### src/rtl/core/ilb_pkg.sv
// indexed list buffer: shared payload types, action and status codes
// no dependencies; imported by the core sequencer and the top level
`timescale 1ns / 1ps

package ilb_pkg;

	// action codes
	localparam logic [2:0] ACT_PUSH   = 3'd0;
	localparam logic [2:0] ACT_POP    = 3'd1;
	localparam logic [2:0] ACT_GET    = 3'd2;
	localparam logic [2:0] ACT_INSERT = 3'd3;
	localparam logic [2:0] ACT_REMOVE = 3'd4;

	// status codes
	localparam logic [1:0] ST_OK    = 2'd0;
	localparam logic [1:0] ST_EMPTY = 2'd1;
	localparam logic [1:0] ST_FULL  = 2'd2;
	localparam logic [1:0] ST_RANGE = 2'd3;

	// request transaction
	typedef struct packed {
		logic [2:0]  action;
		logic [5:0]  index;
		logic [31:0] value;
	} ilb_req_t;

	// response transaction
	typedef struct packed {
		logic [31:0] value_out;
		logic [1:0]  status;
		logic [6:0]  length_now;
		logic        is_empty;
	} ilb_rsp_t;

	// finished operation handed from the sequencer to the output stage
	typedef struct packed {
		logic     valid;
		ilb_rsp_t rsp;
	} ilb_done_t;

endpackage

### src/rtl/core/ilb_ram.sv
// indexed list buffer: generic simple dual-port ram, one write and one registered read
// no dependencies
`timescale 1ns / 1ps

module ilb_ram #(
	parameter int WIDTH = 32,
	parameter int DEPTH = 64
) (
	input  logic                     clk,
	input  logic                     we,
	input  logic [$clog2(DEPTH)-1:0] waddr,
	input  logic [WIDTH-1:0]         wdata,
	input  logic [$clog2(DEPTH)-1:0] raddr,
	output logic [WIDTH-1:0]         rdata
);

	logic [WIDTH-1:0] mem [DEPTH];

	// write port and registered read port
	always_ff @(posedge clk) begin
		if (we) begin
			mem[waddr] <= wdata;
		end
		rdata <= mem[raddr];
	end

endmodule

### src/rtl/core/ilb_seq.sv
// indexed list buffer: operation sequencer, owns the entry count and drives the entry ram
// depends on ilb_pkg and ilb_ram
`timescale 1ns / 1ps

module ilb_seq #(
	parameter int DEPTH     = 64,
	parameter int WORD_BITS = 32
) (
	input  logic              clk,
	input  logic              arst_n,
	input  logic              start,
	input  ilb_pkg::ilb_req_t item,
	output logic              idle,
	output ilb_pkg::ilb_done_t done,
	input  logic              done_ack
);

	import ilb_pkg::*;

	localparam int AW   = $clog2(DEPTH);
	localparam int CW   = $clog2(DEPTH + 1);
	localparam int CMPW = (CW > 7) ? CW : 7;

	// sequencer states
	localparam logic [2:0] S_IDLE     = 3'd0;
	localparam logic [2:0] S_READ     = 3'd1;
	localparam logic [2:0] S_INS      = 3'd2;
	localparam logic [2:0] S_INS_LAST = 3'd3;
	localparam logic [2:0] S_REM_READ = 3'd4;
	localparam logic [2:0] S_REM      = 3'd5;
	localparam logic [2:0] S_DONE     = 3'd6;

	logic [2:0]           state_q, state_d;
	logic [CW-1:0]        cnt_q, cnt_d;
	logic [AW-1:0]        ptr_q, ptr_d;
	logic [5:0]           idx_q, idx_d;
	logic [WORD_BITS-1:0] word_q, word_d;
	logic [31:0]          val_q, val_d;
	logic [1:0]           st_q, st_d;

	logic                 we;
	logic [AW-1:0]        waddr, raddr;
	logic [WORD_BITS-1:0] wdata, rdata;

	logic [CMPW-1:0]           cnt_ext, idx_in_ext, idx_ext, ptr_ext;
	logic                      full, empty;
	logic [WORD_BITS+31:0]     word_wide;
	logic [WORD_BITS+31:0]     rd_wide;
	logic [WORD_BITS-1:0]      word_in;
	logic [31:0]               rd_word;

	// entry storage
	ilb_ram #(
		.WIDTH (WORD_BITS),
		.DEPTH (DEPTH)
	) u_ram (
		.clk   (clk),
		.we    (we),
		.waddr (waddr),
		.wdata (wdata),
		.raddr (raddr),
		.rdata (rdata)
	);

	// width adaptation between the 32-bit payload and the stored word
	assign word_wide = {{WORD_BITS{1'b0}}, item.value};
	assign word_in   = word_wide[WORD_BITS-1:0];
	assign rd_wide   = {32'd0, rdata};
	assign rd_word   = rd_wide[31:0];

	assign cnt_ext    = CMPW'(cnt_q);
	assign idx_in_ext = CMPW'(item.index);
	assign idx_ext    = CMPW'(idx_q);
	assign ptr_ext    = CMPW'(ptr_q);
	assign full       = (cnt_ext == CMPW'(DEPTH));
	assign empty      = (cnt_q == '0);

	// next-state and ram access decode
	always_comb begin
		state_d = state_q;
		cnt_d   = cnt_q;
		ptr_d   = ptr_q;
		idx_d   = idx_q;
		word_d  = word_q;
		val_d   = val_q;
		st_d    = st_q;
		we      = 1'b0;
		waddr   = ptr_q;
		wdata   = rdata;
		raddr   = '0;
		unique case (state_q)
			S_IDLE: begin
				if (start) begin
					idx_d   = item.index;
					word_d  = word_in;
					val_d   = '0;
					st_d    = ST_OK;
					state_d = S_DONE;
					unique case (item.action)
						ACT_PUSH, ACT_INSERT: begin
							if (full) begin
								st_d = ST_FULL;
							end else if (item.action == ACT_PUSH || idx_in_ext >= cnt_ext) begin
								we    = 1'b1;
								waddr = AW'(cnt_q);
								wdata = word_in;
								cnt_d = cnt_q + CW'(1);
							end else begin
								// open a gap at index: move entries up from the tail
								ptr_d   = AW'(cnt_q);
								raddr   = AW'(cnt_q - CW'(1));
								state_d = S_INS;
							end
						end
						ACT_POP, ACT_REMOVE: begin
							if (empty) begin
								st_d = ST_EMPTY;
							end else if (item.action == ACT_POP || idx_in_ext >= cnt_ext) begin
								raddr   = AW'(cnt_q - CW'(1));
								cnt_d   = cnt_q - CW'(1);
								state_d = S_READ;
							end else begin
								raddr   = AW'(idx_in_ext);
								state_d = S_REM_READ;
							end
						end
						ACT_GET: begin
							if (idx_in_ext < cnt_ext) begin
								raddr   = AW'(idx_in_ext);
								state_d = S_READ;
							end else begin
								st_d = ST_RANGE;
							end
						end
						default: begin
						end
					endcase
				end
			end
			S_READ: begin
				val_d   = rd_word;
				state_d = S_DONE;
			end
			S_INS: begin
				// write the word read last cycle one place up
				we    = 1'b1;
				waddr = ptr_q;
				wdata = rdata;
				if (ptr_ext == idx_ext + CMPW'(1)) begin
					state_d = S_INS_LAST;
				end else begin
					raddr = ptr_q - AW'(2);
					ptr_d = ptr_q - AW'(1);
				end
			end
			S_INS_LAST: begin
				we      = 1'b1;
				waddr   = AW'(idx_ext);
				wdata   = word_q;
				cnt_d   = cnt_q + CW'(1);
				state_d = S_DONE;
			end
			S_REM_READ: begin
				val_d = rd_word;
				if (idx_ext + CMPW'(1) == cnt_ext) begin
					cnt_d   = cnt_q - CW'(1);
					state_d = S_DONE;
				end else begin
					raddr   = AW'(idx_ext + CMPW'(1));
					ptr_d   = AW'(idx_ext);
					state_d = S_REM;
				end
			end
			S_REM: begin
				// write the word read last cycle one place down
				we    = 1'b1;
				waddr = ptr_q;
				wdata = rdata;
				if (ptr_ext + CMPW'(2) == cnt_ext) begin
					cnt_d   = cnt_q - CW'(1);
					state_d = S_DONE;
				end else begin
					raddr = AW'(ptr_ext + CMPW'(2));
					ptr_d = ptr_q + AW'(1);
				end
			end
			S_DONE: begin
				if (done_ack) begin
					state_d = S_IDLE;
				end
			end
			default: begin
				state_d = S_IDLE;
			end
		endcase
	end

	// control state
	always_ff @(posedge clk or negedge arst_n) begin
		if (!arst_n) begin
			state_q <= S_IDLE;
			cnt_q   <= '0;
		end else begin
			state_q <= state_d;
			cnt_q   <= cnt_d;
		end
	end

	// operation operands and result
	always_ff @(posedge clk) begin
		ptr_q  <= ptr_d;
		idx_q  <= idx_d;
		word_q <= word_d;
		val_q  <= val_d;
		st_q   <= st_d;
	end

	assign idle                = (state_q == S_IDLE);
	assign done.valid          = (state_q == S_DONE);
	assign done.rsp.value_out  = val_q;
	assign done.rsp.status     = st_q;
	assign done.rsp.length_now = cnt_ext[6:0];
	assign done.rsp.is_empty   = empty;

endmodule

### src/rtl/core/indexed_list_buffer_core.sv
// indexed list buffer: top level with request/response handshakes and the response register
// depends on ilb_pkg and ilb_seq
`timescale 1ns / 1ps

// Ordered list of up to DEPTH words held in one synchronous ram.
// Requests (req_valid/req_ready, payload req) carry push, pop, get, insert at
// index and remove at index; each request yields exactly one response
// (rsp_valid/rsp_ready, payload rsp) with the word read, a status, the length
// after the operation and an empty flag.
// One request is worked at a time; req_ready is high while the sequencer idles.
// Push, errors and unused actions finish straight from idle; pop and get pass
// through a read state; insert moves the entries from the tail down to index
// up one place, then writes the new word; remove reads the word at index,
// then moves the entries behind it down one place. Insert and remove take
// longer the further the index lies from the tail, since the ram moves one
// entry per cycle through its single write port while a gap is opened or closed.
// The response register holds a finished response while rsp_ready is low and
// the next request is still taken; its result waits in the sequencer until
// the register frees, and req_ready stays low meanwhile.
// Reset empties the list and clears both valids; ram contents are not cleared,
// entries past the length are never read.
module indexed_list_buffer_core #(
	parameter int DEPTH     = 64,
	parameter int WORD_BITS = 32
) (
	input  logic              clk,
	input  logic              arst_n,
	input  logic              req_valid,
	output logic              req_ready,
	input  ilb_pkg::ilb_req_t req,
	output logic              rsp_valid,
	input  logic              rsp_ready,
	output ilb_pkg::ilb_rsp_t rsp
);

	import ilb_pkg::*;

	logic      seq_idle;
	logic      start;
	logic      done_ack;
	ilb_done_t done;
	logic      rsp_valid_q;
	ilb_rsp_t  rsp_q;

	assign req_ready = seq_idle;
	assign start     = req_valid && seq_idle;

	// operation sequencer with the entry ram
	ilb_seq #(
		.DEPTH     (DEPTH),
		.WORD_BITS (WORD_BITS)
	) u_seq (
		.clk      (clk),
		.arst_n   (arst_n),
		.start    (start),
		.item     (req),
		.idle     (seq_idle),
		.done     (done),
		.done_ack (done_ack)
	);

	// response register takes a result when empty or being drained
	assign done_ack = done.valid && (!rsp_valid_q || rsp_ready);

	always_ff @(posedge clk or negedge arst_n) begin
		if (!arst_n) begin
			rsp_valid_q <= 1'b0;
		end else if (done_ack) begin
			rsp_valid_q <= 1'b1;
		end else if (rsp_ready) begin
			rsp_valid_q <= 1'b0;
		end
	end

	always_ff @(posedge clk) begin
		if (done_ack) begin
			rsp_q <= done.rsp;
		end
	end

	assign rsp_valid = rsp_valid_q;
	assign rsp       = rsp_q;

	// the sequencer leaves idle after every accepted transaction
	assert property (@(posedge clk) disable iff (!arst_n)
		req_valid && req_ready |=> !req_ready)
		else $error("request accepted while an operation was in flight");

	// a failed operation returns zero; word-less ones also do, but are not checked here
	assert property (@(posedge clk) disable iff (!arst_n)
		rsp_valid && rsp.status != ST_OK |-> rsp.value_out == '0)
		else $error("nonzero word with an error status");

	// empty flag agrees with the reported length
	assert property (@(posedge clk) disable iff (!arst_n)
		rsp_valid && rsp.is_empty |-> rsp.length_now == 7'd0)
		else $error("empty flag set with a nonzero length");

	// a refused push or insert reports a full list
	assert property (@(posedge clk) disable iff (!arst_n)
		rsp_valid && rsp.status == ST_FULL |-> rsp.length_now == 7'(DEPTH))
		else $error("full status with a length below capacity");

endmodule
### config.mk
export PLATFORM = sky130hd
export DESIGN_NAME = indexed_list_buffer_core
export DESIGN_NICKNAME = d
export VERILOG_FILES = /design/src/rtl/core/ilb_pkg.sv /design/src/rtl/core/ilb_ram.sv /design/src/rtl/core/ilb_seq.sv /design/src/rtl/core/indexed_list_buffer_core.sv
export SDC_FILE = /design/constraint.sdc
export NUM_CORES = 2
export LEC_CHECK = 0
export BUFFER_PORTS_ARGS = -buffer_cell sky130_fd_sc_hd__buf_2
export CAP_MARGIN = 20
export CORE_ASPECT_RATIO = 1.75
export CORE_MARGIN = 1
export CORE_UTILIZATION = 59
export CTS_BUF_LIST = sky130_fd_sc_hd__clkbuf_2
export CTS_CLUSTER_DIAMETER = 40
export DETAILED_ROUTE_END_ITERATION = 6
export PLACE_DENSITY_LB_ADDON = 0.15
export SLEW_MARGIN = 30
export SYNTH_ARGS = -nofsm -noshare
export SYNTH_HDL_FRONTEND = slang
export SYNTH_HIERARCHICAL = 1
export SYNTH_SLANG_ARGS = --single-unit
### constraint.sdc
create_clock -name clk -period 5.8 [get_ports clk]
set_clock_uncertainty 0.1 [all_clocks]
set_input_delay 0.29 -clock clk [delete_from_list [all_inputs] [get_ports clk]]
set_output_delay 0.29 -clock clk [all_outputs]
set_load 0.02 [all_outputs]
==> flow_summary.yaml <==
worst_setup_path:
  cpPeakStageDelay_ns: 0.61
  cp_max_fo: 45
  reg2regPathDepth: 14
  r2r_slack_ns: 0.40
  reg2reg_to: "u_seq/u_ram/rdata[30]$_DFF_P_"
  critical_path_arrival_ns: 6.76
  crit_path_start_kind: "register"
  crit_type: "reg2reg"
  end_kind: "register"
  required_ns: 7.16
  cpMaxStageDelayCell: "edfxtp_1"
  regToRegStartpoint: "u_seq/ptr_q[2]$_DFFE_PP_"
  crit_chain: "inv_1 -> ha_1 -> xnor2_1 -> nand3_1 -> a2111oi_2 -> a21oi_1 -> a221o_1 -> or3_4 -> buf_12 -> nand2_1 -> buf_4 -> o221ai_1 -> o21ai_0 -> and3_1"
worst_hold_path:
  whs_endpoint: "u_seq/cnt_ext[2]$_DFFE_PN0P_"
  hold_path_class: "in2reg"
  worstHoldStart: "req[38]"
  min_path_cells: 8
logic_synthesis:
  ys_types: 87
  yosys.area.top_type: "edfxtp_1"
  syn-cell-area_mm2: 0.0862
  synth.avg_cell_area_um2: 20.9
  synthArstFlopShare_pct: 0.498
  ys_warn_count: 6
  ys_top_cells_by_area: "edfxtp_1 76%, mux4_2 12%, mux2i_1 2.2%"
  synth-main-ff-cell: "edfxtp_1"
  yosysTopAreaCellShare_pct: 75.5
  syn_nets: 4176
  syn_inst: 4115
  ys_ff_latch: 2211
  synth_edf_count: 2168
  ys_seq_area_share_pct: 76.6
placement:
  gp_congestion: 0.971
  dp.final_hpwl_mm: 133
  dp_slack_ns: 0.485
  io_buffers: 88
finish:
  final_nets: 4961
  area_growth_pct: 13.6
  drive_gt1_share_pct: 32.5
  fillerInstances: 9353
timing:
  tns_ns: 0
  rsz0062_at_grt: "no"
  worst_slack_ns: 0.404
  fmax_ghz: 0.185
  min_period_ns: 5.40
  hold-worst-slack_ns: 0.219
  slew_headroom_pct: 36.2
  hold_viol_final: 0
  tightestPinTransition_ns: 0.947
  finalMaxSlewViolations: 0
  setup_viol: 0
  timing.final.crit_share_pct: 93.0
cts:
  cts_made_buffers: 454
  clock_path_buffers: 4
  h-tree-depth: 5
  cts_resized: 0
  cts_hold_buf: 132
  cts_root_buffer: "clkbuf_2"
  clk_pin_slew_worst_paths_ns: 0.12
  insertion_delay_ns: 1.61
  cts_tree: "built"
  cts_setup_buffers: 0
  clock_sinks: 2211
power_and_ir_drop:
  combPwrFrac_pct: 41.3
  seq_power_share_pct: 41.6
  p_sw_share_pct: 36.9
  switchingPower_w: 0.0197
  power_leakage_nw: 31.7
  internal-power_w: 0.0337
  clkPwrFrac_pct: 17.1
  total_power_w: 0.0534
  p_per_area_mw_per_mm2: 545
  peakVddDrop_uv: 487
global_route:
  grt_start_max_net_pins: 72
  antenna_found_initial: 7
  overflow: 0
  grt_pass1_wl_mm: 316
  grt_pass1_vias: 47600
  grtUsageTotal_pct: 30.0
detailed_routing:
  vias: 45500
  drc_errors: 0
  wl_mm: 218
  viasPerCell: 6.38
  firstDrtPassIters: 6
  drtAntennaViolNets: 0
  first_iter_violations: 4393
  wl_per_cell_um: 30.6
floorplanning:
  io_pins: 89
  placementRows: 185
  die_h_um: 508
  start_util_pct: 59.4
  dieArea_mm2: 0.148
  chipWidth_um: 291
  fp.coreArea_mm2: 0.145
run:
  cap_violations: 0
run_status:
  outcome: "finished, final reports clean"
==> critical path, delay by kind of cell, from the launching register on <==
family,cells,cell delay [ns]
AND/OR/NAND/NOR,4,1.19
XOR/XNOR,1,0.16
buffers and inverters,3,0.84
AO/OA/AOI/OAI,5,2.00
flip-flops,1,0.61
adder cells (fa/ha/maj),1,0.35
==> registers in the layout, indices dropped and copies added (netlist names) <==
| signal | cells |
|---|---|
| u_seq/state_q | 3 |
| u_seq/u_ram/rdata | 32 |
| u_seq/val_q | 32 |
| u_seq/cnt_ext | 7 |
| u_seq/st_q | 2 |
| rsp_valid | 1 |
| u_seq/word_q | 32 |
| u_seq/ptr_q | 6 |
| rsp | 42 |
| u_seq/u_ram/mem | 2048 |
| u_seq/idx_q | 6 |
==> power by group through the flow <==
| stage | Combinational (W) | Clock, W | Sequential [W] |
|---|---|---|---|
| floorplan | 0.0132 | 0 | 0.0225 |
| global placement | 0.0215 | 0 | 0.0225 |
| detailed placement | 0.0219 | 0 | 0.0226 |
| CTS | 0.0220 | 0.00936 | 0.0222 |
| global route | 0.0232 | 0.0101 | 0.0223 |
| finish | 0.0220 | 0.00914 | 0.0222 |
==> per-stage QoR <==
stage / area (µm²) / instances / util (%)
2_1_floorplan: 86200 / 4115 / -
3_3_place_gp: 92400 / 6181 / 63.7
3_5_place_dp: 92400 / 6182 / 63.7
4_1_cts: 97900 / 7117 / 67.4
5_1_grt: 97900 / 7124 / 67.5
6_report: 97900 / 7130 / 67.5
==> layer usage <==
layer / vias to the layer above / routed length [µm] / GRT usage (%)
met5: - / 0 / 0
met4: 0 / 9280 / 13.0
met3: 504 / 16100 / 5.18
met2: 2136 / 114000 / 52.6
met1: 23700 / 78400 / 36.8
li1: 19200 / - / -
==> how the worst max path moves through the flow <==
stage          cells after the start                          endpoint                         start  slack [ns]
6_report                          14     u_seq/u_ram/rdata[30]$_DFF_P_      u_seq/ptr_q[2]$_DFFE_PP_        0.40
5_1_grt                           14     u_seq/u_ram/rdata[30]$_DFF_P_      u_seq/ptr_q[2]$_DFFE_PP_        0.15
4_1_cts                           14     u_seq/u_ram/rdata[30]$_DFF_P_      u_seq/ptr_q[2]$_DFFE_PP_        0.39
3_5_place_dp                      14     u_seq/u_ram/rdata[30]$_DFF_P_      u_seq/ptr_q[2]$_DFFE_PP_        0.49
3_3_place_gp                      14     u_seq/u_ram/rdata[30]$_DFF_P_      u_seq/ptr_q[2]$_DFFE_PP_        0.53
2_1_floorplan                     14  u_seq/u_ram/mem[28][0]$_DFFE_PP_  u_seq/cnt_ext[2]$_DFFE_PN0P_        0.06
==> cells in the mapped netlist (24+ instances only) <==
cell type and count:
buf_2 67, dfxtp_1 32, a22o_1 52, a22oi_1 132, a21o_1 37, o21ai_0 46, nand3_1 54, nor2_1 115
a31oi_1 26, mux2i_1 192, a21oi_1 42, a211oi_1 24, clkbuf_1 102, buf_4 30, and2_1 41, nand2_1 59
nor3_1 29, buf_6 31, edfxtp_1 2168, mux4_2 446, o22ai_1 44, xnor2_1 27
==> cell usage in the layout (no fill, tap or decap), drive strengths merged, types with 11 or more instances in the layout <==
cell         netlist  routed
a211o             13      13
a211oi            24      24
a21o              37      37
a21oi             42      42
a22o              52      52
a22oi            132     132
a311o             12      12
a31oi             26      26
and2              41      41
and3              14      14
buf              144     445
clkbuf           104     653
clkinv             2     134
dfrtp             11      11
dfxtp             32      32
diode              0      13
dlygate4sd3        0     132
edfxtp          2168    2168
ha                15      15
inv               24      31
mux2i            192     192
mux4             446     446
nand2             59      59
nand2b            15      15
nand3             54      54
nor2             116     116
nor2b             22      22
nor3              29      29
o211ai            15      15
o21ai             51      51
o221ai            17      17
o22a              12      12
o22ai             44      44
xnor2             27      27
==> final cells by class <==
cell class,count,area [µm²],share of cell area [%]
Antenna cell,13,32.5,0.0332
Clock buffer,653,3270,3.34
Clock inverter,150,848,0.866
Inverter,26,97.6,0.0997
Multi-Input combinational cell,1630,19200,19.6
Sequential cell,2211,66000,67.4
Tap cell,1870,2340,2.39
Timing Repair Buffer,577,6110,6.24
==> cells by family (layout without fill, tap and decap cells) <==
group                    count (synthesis)  count (layout)  synth area share (%)
other                                    0              13                     0
adder cells (fa/ha/maj)                 16              16                 0.241
XOR/XNOR                                40              40                 0.497
AO/OA/AOI/OAI                          537             537                  4.61
multiplexers                           639             639                  13.9
flip-flops                            2211            2211                  76.6
buffers and inverters                  274            1406                  1.82
AND/OR/NAND/NOR                        398             398                  2.33
Power figures use the tool's default switching activity.
